$ cat config.mk
export PLATFORM = sky130hd
export DESIGN_NAME = image_blit_clip_to_framebuffer_top
export DESIGN_NICKNAME = d
export VERILOG_FILES = /design/src/rtl/ibcf_pkg.sv /design/src/rtl/image_blit_clip_to_framebuffer_top.sv /design/src/rtl/ibcf_front.sv /design/src/rtl/ibcf_queue.sv /design/src/rtl/ibcf_back.sv
export SDC_FILE = /design/constraint.sdc
export NUM_CORES = 1
export LEC_CHECK = 0
export ABC_AREA = 1
export BUFFER_PORTS_ARGS = -buffer_cell sky130_fd_sc_hd__buf_2
export CAP_MARGIN = 20
export CORE_MARGIN = 8
export CORE_UTILIZATION = 40
export CTS_BUF_LIST = sky130_fd_sc_hd__clkbuf_2 sky130_fd_sc_hd__clkbuf_4 sky130_fd_sc_hd__clkbuf_8
export CTS_CLUSTER_DIAMETER = 80
export DETAILED_ROUTE_END_ITERATION = 8
export PLACE_DENSITY = 0.66
export SETUP_SLACK_MARGIN = 0.5
export SLEW_MARGIN = 20
export SYNTH_ARGS = -nofsm -noshare
export SYNTH_HDL_FRONTEND = slang
export SYNTH_SLANG_ARGS = --single-unit
$ cat constraint.sdc
create_clock -name clk_i -period 6.57 [get_ports clk_i]
set_clock_uncertainty 0.15 [all_clocks]
set_input_delay 1.314 -clock clk_i [delete_from_list [all_inputs] [get_ports clk_i]]
set_output_delay 1.314 -clock clk_i [all_outputs]
set_load 0.05 [all_outputs]
$ cat src/rtl/ibcf_pkg.sv
`timescale 1ns / 1ps
// ----------------------------------------------------------------------------
// Image blit package
// Shared types, register indexes, pixel formats and reset values for the
// framebuffer blit with clipping.
// ----------------------------------------------------------------------------
package ibcf_pkg;

  localparam int unsigned MaxImageDimDef  = 4096;
  localparam int unsigned MaxScreenDimDef = 256;
  localparam int unsigned QueueDepth      = 4;

  localparam logic [31:0] FrameBaseRst    = 32'hF000_0014;
  localparam logic [8:0]  ScreenWidthRst  = 9'd128;
  localparam logic [8:0]  ScreenHeightRst = 9'd64;
  localparam logic [12:0] ImageWidthRst   = 13'd1;
  localparam logic [12:0] ImageHeightRst  = 13'd1;
  localparam logic [3:0]  BppRst          = 4'd3;
  localparam logic [12:0] DestRst         = 13'd0;

  localparam logic [3:0] BppGray = 4'd1;
  localparam logic [3:0] BppRgb  = 4'd3;
  localparam logic [3:0] BppRgba = 4'd4;

  typedef enum logic [2:0] {
    RegFrameBase    = 3'd0,
    RegScreenWidth  = 3'd1,
    RegScreenHeight = 3'd2,
    RegImageWidth   = 3'd3,
    RegImageHeight  = 3'd4,
    RegBytesPerPix  = 3'd5,
    RegDestX        = 3'd6,
    RegDestY        = 3'd7
  } reg_idx_e;

  typedef enum logic [1:0] {
    SlotRed   = 2'd0,
    SlotGreen = 2'd1,
    SlotBlue  = 2'd2,
    SlotAlpha = 2'd3
  } slot_e;

  typedef struct packed {
    logic [31:0] frame_base;
    logic [8:0]  screen_width;
    logic [8:0]  screen_height;
    logic [12:0] pic_width;
    logic [12:0] pic_height;
    logic [3:0]  bytes_per_pixel;
    logic [12:0] dest_x;
    logic [12:0] dest_y;
  } cfg_t;

endpackage

$ cat src/rtl/image_blit_clip_to_framebuffer_top.sv
`timescale 1ns / 1ps
// ----------------------------------------------------------------------------
// Image blit with clipping, top level
// Configuration registers, the pixel front end, the request queue and the
// framebuffer address pipeline.
//
//   Channel  Direction  Handshake           Payload
//   in       sink       in_valid / stall    image_byte
//   out      source     out_valid / stall   write_address, pixel_color
//   cfg      sink       cfg_valid / ready   cfg_index, cfg_data
//
// One byte is taken every cycle while the four-entry request queue has room.
// A pixel write passes through the queue, the multiply stage and the output
// register after its last byte. Reset loads the register defaults and clears the
// counters. An output stall fills the queue and then stalls the input.
// ----------------------------------------------------------------------------
module image_blit_clip_to_framebuffer_top #(
  parameter int unsigned MAX_IMAGE_DIM  = ibcf_pkg::MaxImageDimDef,
  parameter int unsigned MAX_SCREEN_DIM = ibcf_pkg::MaxScreenDimDef
) (
  input  logic        clk_i,
  input  logic        rst_ni,
  input  logic        in_valid_i,
  output logic        in_stall_o,
  input  logic [7:0]  image_byte_i,
  output logic        out_valid_o,
  input  logic        out_stall_i,
  output logic [31:0] write_address_o,
  output logic [23:0] pixel_color_o,
  input  logic        cfg_valid_i,
  output logic        cfg_ready_o,
  input  logic [2:0]  cfg_index_i,
  input  logic [31:0] cfg_data_i
);

  localparam int unsigned SW0 = $clog2(MAX_SCREEN_DIM + 1);
  localparam int unsigned SWW = (SW0 > 9) ? SW0 : 9;
  localparam int unsigned PW  = $clog2(MAX_SCREEN_DIM);
  localparam int unsigned QW  = 2 * PW + 24;

  ibcf_pkg::cfg_t  cfg_q;
  logic [SWW-1:0]  sw;
  logic            push, full, pop, head_valid;
  logic [PW-1:0]   push_x, push_y;
  logic [23:0]     push_color;
  logic [QW-1:0]   head;

  assign cfg_ready_o = 1'b1;

  always_ff @(posedge clk_i or negedge rst_ni) begin
    if (!rst_ni) begin
      cfg_q.frame_base      <= ibcf_pkg::FrameBaseRst;
      cfg_q.screen_width    <= ibcf_pkg::ScreenWidthRst;
      cfg_q.screen_height   <= ibcf_pkg::ScreenHeightRst;
      cfg_q.pic_width       <= ibcf_pkg::ImageWidthRst;
      cfg_q.pic_height      <= ibcf_pkg::ImageHeightRst;
      cfg_q.bytes_per_pixel <= ibcf_pkg::BppRst;
      cfg_q.dest_x          <= ibcf_pkg::DestRst;
      cfg_q.dest_y          <= ibcf_pkg::DestRst;
    end else if (cfg_valid_i) begin
      unique case (ibcf_pkg::reg_idx_e'(cfg_index_i))
        ibcf_pkg::RegFrameBase:    cfg_q.frame_base      <= cfg_data_i;
        ibcf_pkg::RegScreenWidth:  cfg_q.screen_width    <= cfg_data_i[8:0];
        ibcf_pkg::RegScreenHeight: cfg_q.screen_height   <= cfg_data_i[8:0];
        ibcf_pkg::RegImageWidth:   cfg_q.pic_width       <= cfg_data_i[12:0];
        ibcf_pkg::RegImageHeight:  cfg_q.pic_height      <= cfg_data_i[12:0];
        ibcf_pkg::RegBytesPerPix:  cfg_q.bytes_per_pixel <= cfg_data_i[3:0];
        ibcf_pkg::RegDestX:        cfg_q.dest_x          <= cfg_data_i[12:0];
        ibcf_pkg::RegDestY:        cfg_q.dest_y          <= cfg_data_i[12:0];
        default: ;
      endcase
    end
  end

  always_comb begin
    if (cfg_q.screen_width == 9'd0) sw = SWW'(1);
    else if (SWW'(cfg_q.screen_width) > SWW'(MAX_SCREEN_DIM)) sw = SWW'(MAX_SCREEN_DIM);
    else sw = SWW'(cfg_q.screen_width);
  end

  ibcf_front #(
    .MAX_IMAGE_DIM (MAX_IMAGE_DIM),
    .MAX_SCREEN_DIM(MAX_SCREEN_DIM)
  ) u_front (
    .clk_i       (clk_i),
    .rst_ni      (rst_ni),
    .cfg_i       (cfg_q),
    .sw_i        (sw),
    .in_valid_i  (in_valid_i),
    .in_stall_o  (in_stall_o),
    .image_byte_i(image_byte_i),
    .full_i      (full),
    .push_o      (push),
    .push_x_o    (push_x),
    .push_y_o    (push_y),
    .push_color_o(push_color)
  );

  ibcf_queue #(
    .WIDTH(QW)
  ) u_queue (
    .clk_i      (clk_i),
    .rst_ni     (rst_ni),
    .push_i     (push),
    .push_data_i({push_y, push_x, push_color}),
    .full_o     (full),
    .pop_i      (pop),
    .valid_o    (head_valid),
    .head_o     (head)
  );

  ibcf_back #(
    .MAX_SCREEN_DIM(MAX_SCREEN_DIM)
  ) u_back (
    .clk_i          (clk_i),
    .rst_ni         (rst_ni),
    .frame_base_i   (cfg_q.frame_base),
    .sw_i           (sw),
    .head_valid_i   (head_valid),
    .head_x_i       (head[PW+23:24]),
    .head_y_i       (head[QW-1:PW+24]),
    .head_color_i   (head[23:0]),
    .pop_o          (pop),
    .out_valid_o    (out_valid_o),
    .out_stall_i    (out_stall_i),
    .write_address_o(write_address_o),
    .pixel_color_o  (pixel_color_o)
  );

endmodule

$ cat src/rtl/ibcf_front.sv
`timescale 1ns / 1ps
// ----------------------------------------------------------------------------
// Image blit front end
// Gathers bytes into pixels, walks the image counters and clips each pixel
// against the screen; on-screen pixels are pushed into the request queue.
// ----------------------------------------------------------------------------
module ibcf_front #(
  parameter int unsigned MAX_IMAGE_DIM  = ibcf_pkg::MaxImageDimDef,
  parameter int unsigned MAX_SCREEN_DIM = ibcf_pkg::MaxScreenDimDef,
  localparam int unsigned CW  = $clog2(MAX_IMAGE_DIM),
  localparam int unsigned IW0 = $clog2(MAX_IMAGE_DIM + 1),
  localparam int unsigned IW  = (IW0 > 13) ? IW0 : 13,
  localparam int unsigned SW0 = $clog2(MAX_SCREEN_DIM + 1),
  localparam int unsigned SWW = (SW0 > 9) ? SW0 : 9,
  localparam int unsigned PW  = $clog2(MAX_SCREEN_DIM),
  localparam int unsigned XW  = ((CW > 13) ? CW : 13) + 2
) (
  input  logic               clk_i,
  input  logic               rst_ni,
  input  ibcf_pkg::cfg_t     cfg_i,
  input  logic [SWW-1:0]     sw_i,
  input  logic               in_valid_i,
  output logic               in_stall_o,
  input  logic [7:0]         image_byte_i,
  input  logic               full_i,
  output logic               push_o,
  output logic [PW-1:0]      push_x_o,
  output logic [PW-1:0]      push_y_o,
  output logic [23:0]        push_color_o
);

  logic [CW-1:0]         col_q, col_d, row_q, row_d;
  ibcf_pkg::slot_e       slot_q, slot_d;
  logic [7:0]            red_q, red_d, green_q, green_d;
  logic                  accept, emit, end_px, on_screen;
  logic [IW-1:0]         iw, ih, col_inc, row_inc;
  logic [SWW-1:0]        sh;
  logic signed [XW-1:0]  x, y;
  logic [23:0]           color;

  assign in_stall_o = full_i;
  assign accept     = in_valid_i & ~full_i;

  always_comb begin
    if (cfg_i.pic_width == 13'd0) iw = IW'(1);
    else if (IW'(cfg_i.pic_width) > IW'(MAX_IMAGE_DIM)) iw = IW'(MAX_IMAGE_DIM);
    else iw = IW'(cfg_i.pic_width);
    if (cfg_i.pic_height == 13'd0) ih = IW'(1);
    else if (IW'(cfg_i.pic_height) > IW'(MAX_IMAGE_DIM)) ih = IW'(MAX_IMAGE_DIM);
    else ih = IW'(cfg_i.pic_height);
    if (cfg_i.screen_height == 9'd0) sh = SWW'(1);
    else if (SWW'(cfg_i.screen_height) > SWW'(MAX_SCREEN_DIM)) sh = SWW'(MAX_SCREEN_DIM);
    else sh = SWW'(cfg_i.screen_height);
  end

  assign x = {{(XW-13){cfg_i.dest_x[12]}}, cfg_i.dest_x} + {{(XW-CW){1'b0}}, col_q};
  assign y = {{(XW-13){cfg_i.dest_y[12]}}, cfg_i.dest_y} + {{(XW-CW){1'b0}}, row_q};

  assign on_screen = ~x[XW-1] && ~y[XW-1]
                     && (x[XW-2:0] < (XW-1)'(sw_i)) && (y[XW-2:0] < (XW-1)'(sh));

  assign col_inc = IW'(col_q) + IW'(1);
  assign row_inc = IW'(row_q) + IW'(1);

  always_comb begin
    slot_d  = slot_q;
    red_d   = red_q;
    green_d = green_q;
    emit    = 1'b0;
    end_px  = 1'b0;
    color   = {red_q, green_q, image_byte_i};
    if (cfg_i.bytes_per_pixel == ibcf_pkg::BppGray) begin
      emit   = 1'b1;
      end_px = 1'b1;
      color  = {image_byte_i, image_byte_i, image_byte_i};
    end else if (cfg_i.bytes_per_pixel == ibcf_pkg::BppRgb
                 || cfg_i.bytes_per_pixel == ibcf_pkg::BppRgba) begin
      if (slot_q == ibcf_pkg::SlotRed) begin
        red_d  = image_byte_i;
        slot_d = ibcf_pkg::SlotGreen;
      end else if (slot_q == ibcf_pkg::SlotGreen) begin
        green_d = image_byte_i;
        slot_d  = ibcf_pkg::SlotBlue;
      end else if (slot_q == ibcf_pkg::SlotBlue
                   || cfg_i.bytes_per_pixel == ibcf_pkg::BppRgb) begin
        emit = 1'b1;
        if (cfg_i.bytes_per_pixel == ibcf_pkg::BppRgb) begin
          end_px = 1'b1;
        end else begin
          slot_d = ibcf_pkg::SlotAlpha;
        end
      end else begin
        end_px = 1'b1;
      end
    end
    col_d = col_q;
    row_d = row_q;
    if (end_px) begin
      slot_d = ibcf_pkg::SlotRed;
      if (col_inc >= iw) begin
        col_d = '0;
        row_d = (row_inc >= ih) ? '0 : row_inc[CW-1:0];
      end else begin
        col_d = col_inc[CW-1:0];
      end
    end
  end

  always_ff @(posedge clk_i or negedge rst_ni) begin
    if (!rst_ni) begin
      col_q   <= '0;
      row_q   <= '0;
      slot_q  <= ibcf_pkg::SlotRed;
      red_q   <= '0;
      green_q <= '0;
    end else if (accept) begin
      col_q   <= col_d;
      row_q   <= row_d;
      slot_q  <= slot_d;
      red_q   <= red_d;
      green_q <= green_d;
    end
  end

  assign push_o       = accept & emit & on_screen;
  assign push_x_o     = x[PW-1:0];
  assign push_y_o     = y[PW-1:0];
  assign push_color_o = color;

endmodule

$ cat src/rtl/ibcf_queue.sv
`timescale 1ns / 1ps
// ----------------------------------------------------------------------------
// Image blit request queue
// Small first-in first-out buffer that decouples the front end from the
// address pipeline.
// ----------------------------------------------------------------------------
module ibcf_queue #(
  parameter int unsigned WIDTH = 8,
  localparam int unsigned Depth = ibcf_pkg::QueueDepth,
  localparam int unsigned AW    = $clog2(Depth),
  localparam int unsigned NW    = $clog2(Depth + 1)
) (
  input  logic             clk_i,
  input  logic             rst_ni,
  input  logic             push_i,
  input  logic [WIDTH-1:0] push_data_i,
  output logic             full_o,
  input  logic             pop_i,
  output logic             valid_o,
  output logic [WIDTH-1:0] head_o
);

  logic [WIDTH-1:0] mem_q [Depth];
  logic [AW-1:0]    wr_q, rd_q;
  logic [NW-1:0]    cnt_q;

  assign full_o  = (cnt_q == NW'(Depth));
  assign valid_o = (cnt_q != '0);
  assign head_o  = mem_q[rd_q];

  always_ff @(posedge clk_i) begin
    if (push_i) begin
      mem_q[wr_q] <= push_data_i;
    end
  end

  always_ff @(posedge clk_i or negedge rst_ni) begin
    if (!rst_ni) begin
      wr_q  <= '0;
      rd_q  <= '0;
      cnt_q <= '0;
    end else begin
      if (push_i) begin
        wr_q <= (wr_q == AW'(Depth - 1)) ? '0 : wr_q + AW'(1);
      end
      if (pop_i) begin
        rd_q <= (rd_q == AW'(Depth - 1)) ? '0 : rd_q + AW'(1);
      end
      if (push_i && !pop_i) begin
        cnt_q <= cnt_q + NW'(1);
      end else if (pop_i && !push_i) begin
        cnt_q <= cnt_q - NW'(1);
      end
    end
  end

endmodule

$ cat src/rtl/ibcf_back.sv
`timescale 1ns / 1ps
// ----------------------------------------------------------------------------
// Image blit back end
// Two-stage address pipeline: row times stride, then base plus word offset,
// ending in the output register.
// ----------------------------------------------------------------------------
module ibcf_back #(
  parameter int unsigned MAX_SCREEN_DIM = ibcf_pkg::MaxScreenDimDef,
  localparam int unsigned SW0 = $clog2(MAX_SCREEN_DIM + 1),
  localparam int unsigned SWW = (SW0 > 9) ? SW0 : 9,
  localparam int unsigned PW  = $clog2(MAX_SCREEN_DIM),
  localparam int unsigned PRW = PW + SWW
) (
  input  logic           clk_i,
  input  logic           rst_ni,
  input  logic [31:0]    frame_base_i,
  input  logic [SWW-1:0] sw_i,
  input  logic           head_valid_i,
  input  logic [PW-1:0]  head_x_i,
  input  logic [PW-1:0]  head_y_i,
  input  logic [23:0]    head_color_i,
  output logic           pop_o,
  output logic           out_valid_o,
  input  logic           out_stall_i,
  output logic [31:0]    write_address_o,
  output logic [23:0]    pixel_color_o
);

  logic           s1_valid_q, out_valid_q;
  logic [PRW-1:0] prod_q;
  logic [PW-1:0]  x_q;
  logic [23:0]    s1_color_q, out_color_q;
  logic [31:0]    addr_q;
  logic [PRW:0]   word;
  logic           out_free, s1_adv, s1_load;

  assign out_free = ~out_valid_q | ~out_stall_i;
  assign s1_adv   = s1_valid_q & out_free;
  assign s1_load  = ~s1_valid_q | s1_adv;
  assign pop_o    = head_valid_i & s1_load;
  assign word     = (PRW+1)'(prod_q) + (PRW+1)'(x_q);

  always_ff @(posedge clk_i or negedge rst_ni) begin
    if (!rst_ni) begin
      s1_valid_q  <= 1'b0;
      out_valid_q <= 1'b0;
    end else begin
      if (s1_load) begin
        s1_valid_q <= head_valid_i;
      end
      if (out_free) begin
        out_valid_q <= s1_valid_q;
      end
    end
  end

  always_ff @(posedge clk_i) begin
    if (pop_o) begin
      prod_q     <= PRW'(head_y_i) * PRW'(sw_i);
      x_q        <= head_x_i;
      s1_color_q <= head_color_i;
    end
    if (s1_adv) begin
      addr_q      <= frame_base_i + 32'({word, 2'b00});
      out_color_q <= s1_color_q;
    end
  end

  assign out_valid_o     = out_valid_q;
  assign write_address_o = addr_q;
  assign pixel_color_o   = out_color_q;

endmodule
---- After elaboration in Yosys (flattened, before gate mapping) ----
Memories as Yosys holds them, arrays and structs flattened.
Index checks and enable logic that the tools add are counted.
cells by class
  multiply operators ...................... 1
  mux-type cells .......................... 35
  reductions and logical operators ........ 32
  shifts and indexed selects .............. 0
  magnitude comparators ................... 8
  add/sub/neg operators ................... 10
  equal/unequal tests ..................... 17
  bitwise logic cells ..................... 15
  divide/modulo/power cells ............... 0
operator list
  cell                                                    count
  2-to-1 mux 13 bit                                       4
  2-to-1 mux 9 bit                                        4
  adder 32 x 20 -> 32 bit                                 1
  adder 13 x 13 -> 14 bit                                 2
  < comparator 14 x 9 -> 1 bit                            2
  adder 12 x 1 -> 13 bit (second input constant)          2
  >= comparator 13 bit                                    2
  greater-than comparator 13 bit (second input constant)  2
  zero test 13 bit                                        2
  2-to-1 mux 12 bit                                       2
  2-to-1 mux 24 bit                                       1
  adder 17 x 8 -> 18 bit                                  1
  greater-than comparator 9 bit (second input constant)   2
  zero test 9 bit                                         2
  2-to-1 mux 2 bit                                        9
  AND reduction 2 bit                                     9
  multiplier 8 x 9 -> 17 bit                              1
  == test 3 bit (second input constant)                   5
  2-to-1 mux 1 bit                                        13
  AND reduction 5 bit                                     2
  inverter 1 bit                                          8
  == test 2 bit (second input constant)                   3
  == test 3 x 2 -> 1 bit (second input constant)          2
  2-to-1 mux 3 bit                                        2
  22 further kinds                                        35
storage, ports and cells
  logic and storage cells ................. 142
  bits in writable memories ............... 160
  register bits after elaboration ......... 262
  ROM bits ................................ 0
  latch bits .............................. 0
  memories ................................ 1
  output and inout port bits .............. 59
memory list
  name           words  bits a word  read ports  clocked after Yosys merged registers in  wr ports  line              text
  u_queue.mem_q  4      40           1           0                                        1         ibcf_queue.sv:23  logic [WIDTH-1:0] mem_q [Depth];

---- Depth between registers and ports, before layout ----
  depth in word-level cells ............... 13
  gate-level depth with buffers ........... 26
  mapped depth without buffers ............ 26

---- By module ----
A second synthesis with hierarchy kept.
second synthesis, totals
  cells, all modules ...................... 2666
  area, all modules ....................... 23951.7 um2
modules (own cells, without submodules)
  module                              cells an instance  seq. area each (um2)  instances  area an instance (um2)
  ibcf_back                           944                3203.1                1          8052.7
  ibcf_queue                          520                4979.8                1          6789.0
  ibcf_front                          787                1051.0                1          5088.6
  image_blit_clip_to_framebuffer_top  415                2667.6                1          4021.4

---- Least setup slack after synthesis ----
No wires, ideal clock.
  path kind ............................... register -> register
  start ................................... register u_queue.rd_q[0]
  end ..................................... register u_back.prod_q[16] (data pin)
  slack ................................... 1.471 ns
  arrival time ............................ 4.681 ns
  cell stages (with the launch flop) ...... 23
  buffers on the path ..................... 2
  required time ........................... 6.152 ns
  period minus slack after synthesis ...... 5.099 ns
  path through ............................ dfrtp_1 buf_2 clkinv_1 clkbuf_1 nand2_1 nand3_1 nand2_1 inv_1 nand2_1 fa_1 fa_1 inv_1 fa_1 inv_1 fa_1 inv_1 ha_1 a21oi_1 o21ai_0 nand2_1 o2111ai_1 a211oi_1 xor2_1
on the way
  cells in the longest elaborated chain, start to end .. 2
ends and longest elaborated chain
  item                        line              text
  start: declaration          ibcf_queue.sv:24  logic [AW-1:0] wr_q, rd_q;
  start signal: assignment    ibcf_queue.sv:47  rd_q <= (rd_q == AW'(Depth - 1)) ? '0 : rd_q + AW'(1);
  memory (4 x 40 bit)         --
  multiplier 8 x 9 -> 17 bit  ibcf_back.sv:59   prod_q <= PRW'(head_y_i) * PRW'(sw_i);
  end signal: assignment      ibcf_back.sv:59
  end: declaration            ibcf_back.sv:30   logic [PRW-1:0] prod_q;
No other way between the ends.
A chain may end at the register's enable or synchronous reset.

---- Worst setup path after layout ----
Same ends and word-level chain as after synthesis.

==> flow_metrics.tcl <==
set metrics [dict create \
    numCtsBuffers 72 \
    antenna_left 0 \
    slowest_stage "fa_1" \
    crit_type "reg2reg" \
    first_pass_iters 5 \
    rows 86 \
    h-tree-depth 3 \
    syn_inst 2228 \
    ios 107 \
    synth_nets 2460 \
    synthMuxAreaShare 0.00913 \
    multiInputGateArea_sq_um 9250 \
    cts_resized 0 \
    grt_pass1_vias 16161 \
    postCtsSetupBuffers 0 \
    wl_per_cell_um 16.6 \
    drv_slew 0 \
    nets 2605 \
    synth_top_family_by_area "simple AND/OR/NAND/NOR gates" \
    yosys.area.top_type "edfxtp_1" \
    synth_compound_area_frac 0.0904 \
    grt_max_degree 67 \
    die_area_sq_um 63300 \
    rsz0062_at_grt "no" \
    dp.cells 3047 \
    root_buffer "clkbuf_8" \
    pre_cts_ws_ns 1.05 \
    power.density_nw_per_um2 513 \
    dp_hpwl_mm 37.8 \
    max_freq_mhz 180 \
    overflow 0 \
    start_util 0.404 \
    clkLatencyLatePin_ns 0.65 \
    crit_path_max_incr_delay_ns 0.53 \
    layout-drive-gt1-share 0.131 \
    setup_viol 0 \
    power_leakage_nw 11.1 \
    antenna_found_initial 1 \
    hold_viol 0 \
    drc 0 \
    end_kind "flip-flop" \
    yosys-top-cells-area "edfxtp_1 (36%), dfrtp_1 (16%), nand2_1 (8.0%)" \
    finalPower_mw 12.9 \
    reg2reg_slack_ns 1.01 \
    worstPathRequired_ns 6.80 \
    synthXorXnorAreaFrac 0.0339 \
    n_fill_cell 5163 \
    portBuffers 105 \
    via_per_inst 5.06 \
    gp_congestion 0.884 \
    area_growth_pct 13.1 \
    finalCritPeriodShare 0.847 \
    period_minus_slack_ns 5.56 \
    synth.top_cell.area_share 0.359 \
    outcome "completed" \
    synth_fa_ha_area_frac 0.120 \
    via_count 16073 \
    yosysUniqueCellTypes 52 \
    core_area_sq_um 55000 \
    async_flop_share 0.372 \
    timing.final.ws_setup_ns 1.01 \
    clk_pin_slew_ns 0.06 \
    grt_pass1_wl_mm 84.6 \
    synth-simple-area-share 0.162 \
    yosys_warnings 0 \
    max-cap-violations 0 \
    cts_tree "built" \
    cts_buffer_depth 3 \
    regArea_sq_um 11900 \
    postCtsHoldBufs 0 \
    syn_area_per_cell_sq_um 9.96 \
    min_path_type "reg2reg" \
    cp.arrival_ns 5.80 \
    synth_flop_cell "edfxtp_1" \
    synth-seq-cells 422 \
    maxSlewHeadroom 0.358 \
    die_h_um 252 \
    groute.usage.overall 0.166 \
    instances_no_fill 3178 \
    startpoint_type "flip-flop" \
    ys_seq_area_frac 0.536 \
    path_cells "inv_2 > nand2_1 > nand3_1 > nand2_1 > inv_1 > nand3_1 > fa_1 > fa_1 > inv_1 > fa_1 > inv_1 > fa_1 > inv_1 > ha_1 > a21oi_1 > o21ai_0 > nand2_1 > o2111ai_1 > a211oi_1 > xor2_1" \
    drtIter0Drc 1226 \
    synth_edf_count 265 \
    vdd_drop_max_mv 0.262 \
    max_slew.worst_pin.slew_ns 0.961 \
    setup_tns_ns 0 \
    cts_sinks 422 \
    wirelength_mm 52.7 \
    die_w_um 252 \
    critPathMaxFanout 28 \
    synthesis.area_sq_um 22200 \
]
power by group:
part | switching (mW) | total (mW) | leakage, nW | internal (mW)
sequential | 0.365 | 4.24 | 4.40 | 3.88
combinational | 4.16 | 6.20 | 5.94 | 2.05
clock | 1.08 | 2.43 | 0.788 | 1.35
total | 5.60 | 12.9 | 11.1 | 7.28
per-stage QoR:
stage,cell area (sq um),hold slack [ns],utilization
2_1_floorplan,22200,0.250,-
3_3_place_gp,23600,0.252,0.429
3_5_place_dp,23600,0.255,0.429
4_1_cts,25100,0.268,0.457
5_1_grt,25100,0.276,0.457
6_report,25100,0.267,0.457
state kept, by name, indices dropped and copies added (netlist names), 2 cells and up:
name                    count
u_queue.wr_q                2
u_front.red_q               8
u_back.pixel_color_o       24
u_back.write_address_o     32
u_queue.mem_q             160
u_queue.rd_q                2
u_front.green_q             8
u_back.s1_color_q          24
u_back.x_q                  8
u_front.row_q              12
u_queue.cnt_q               3
u_back.prod_q              17
u_front.slot_q              2
cfg_q                     106
u_front.col_q              12
final cells by class:
cell class              count  share of cell area
flip-flops and latches    422               0.474
well taps                 748              0.0373
repair buffers            120              0.0257
clock inverters            23             0.00827
inverters                 234              0.0350
clock buffers             107              0.0514
diodes                      1           0.0000997
multi-input cells        1523               0.368
placed cells by master (no fill, tap or decap), drive strengths merged:
master,count
nand2,479
edfxtp,265
nor2,246
inv,237
o21ai,210
dfrtp,145
ha,137
buf,120
clkbuf,107
a21oi,89
nand3,86
xor2,61
fa,47
o22ai,37
xnor2,25
nand4,23
mux2,18
nor3,17
clkinv,15
dfstp,12
nor4,10
o21bai,8
a31oi,5
a211oi,4
a21o,4
a21boi,4
o211ai,3
clkinvlp,3
nand3b,3
o31ai,2
bufinv,2
diode,1
o21a,1
or2,1
nor3b,1
o2111ai,1
conb,1
cells in the mapped netlist (3+ instances only):
library cell	number
inv_2	3
o21ai_0	195
nand3_2	3
mux2_2	18
o22ai_1	36
nor3_1	15
o211ai_1	3
a211oi_1	4
buf_2	6
o21ai_1	8
o21ai_2	7
clkbuf_1	39
inv_1	229
ha_1	137
nor2_4	4
a31oi_1	5
xnor2_1	25
nor2_2	3
nand3_1	82
nand4_1	23
nand2_1	472
a21oi_1	88
dfrtp_1	145
nand2_2	7
edfxtp_1	265
fa_1	47
nor2_1	239
xor2_1	61
o21bai_1	7
a21o_1	4
nor4_1	10
dfstp_2	12
cell families (layout without fill, tap and decap cells):
family,Yosys count,in the layout
and+or+nand+nor,866,866
muxes,18,18
xor gates and xnor gates,86,86
AOI/OAI and AO/OA,368,368
other,1,2
adders and majority gates,184,184
buffers and inverters,283,484
DFF,422,422
critical path, delay by kind of cell (launching register included):
kind                     cells  cell delay [ns]
AND/OR/NAND/NOR              5             0.63
buffers and inverters        5             0.68
AO/OA/AOI/OAI                4             0.78
flip-flops                   1             0.52
XOR/XNOR                     1             0.10
adder cells (fa/ha/maj)      5             2.39
layer usage:
layer	global-route usage	share of wire
met5	0	0
met4	0.0567	0.023
met3	0.0277	0.045
met2	0.284	0.49
met1	0.212	0.44
worst paths after layout:
kind                                                 from                                end  cells past startpoint
setup / recovery              u_queue.rd_q[0]$_DFFE_PN0P_        u_back.prod_q[16]$_DFFE_PP_                     20
hold / removal             u_back.s1_color_q[4]$_DFFE_PP_  u_back.pixel_color_o[4]$_DFFE_PP_                      0
setup reg to reg              u_queue.rd_q[0]$_DFFE_PN0P_        u_back.prod_q[16]$_DFFE_PP_                     20
hold reg to reg            u_back.s1_color_q[4]$_DFFE_PP_  u_back.pixel_color_o[4]$_DFFE_PP_                      0
max in group asynchronous                          rst_ni        u_queue.rd_q[0]$_DFFE_PN0P_                      2
min in group asynchronous                          rst_ni              cfg_q[51]$_DFFE_PN0P_                      1
No activity file was read; power rests on OpenSTA's default activity.
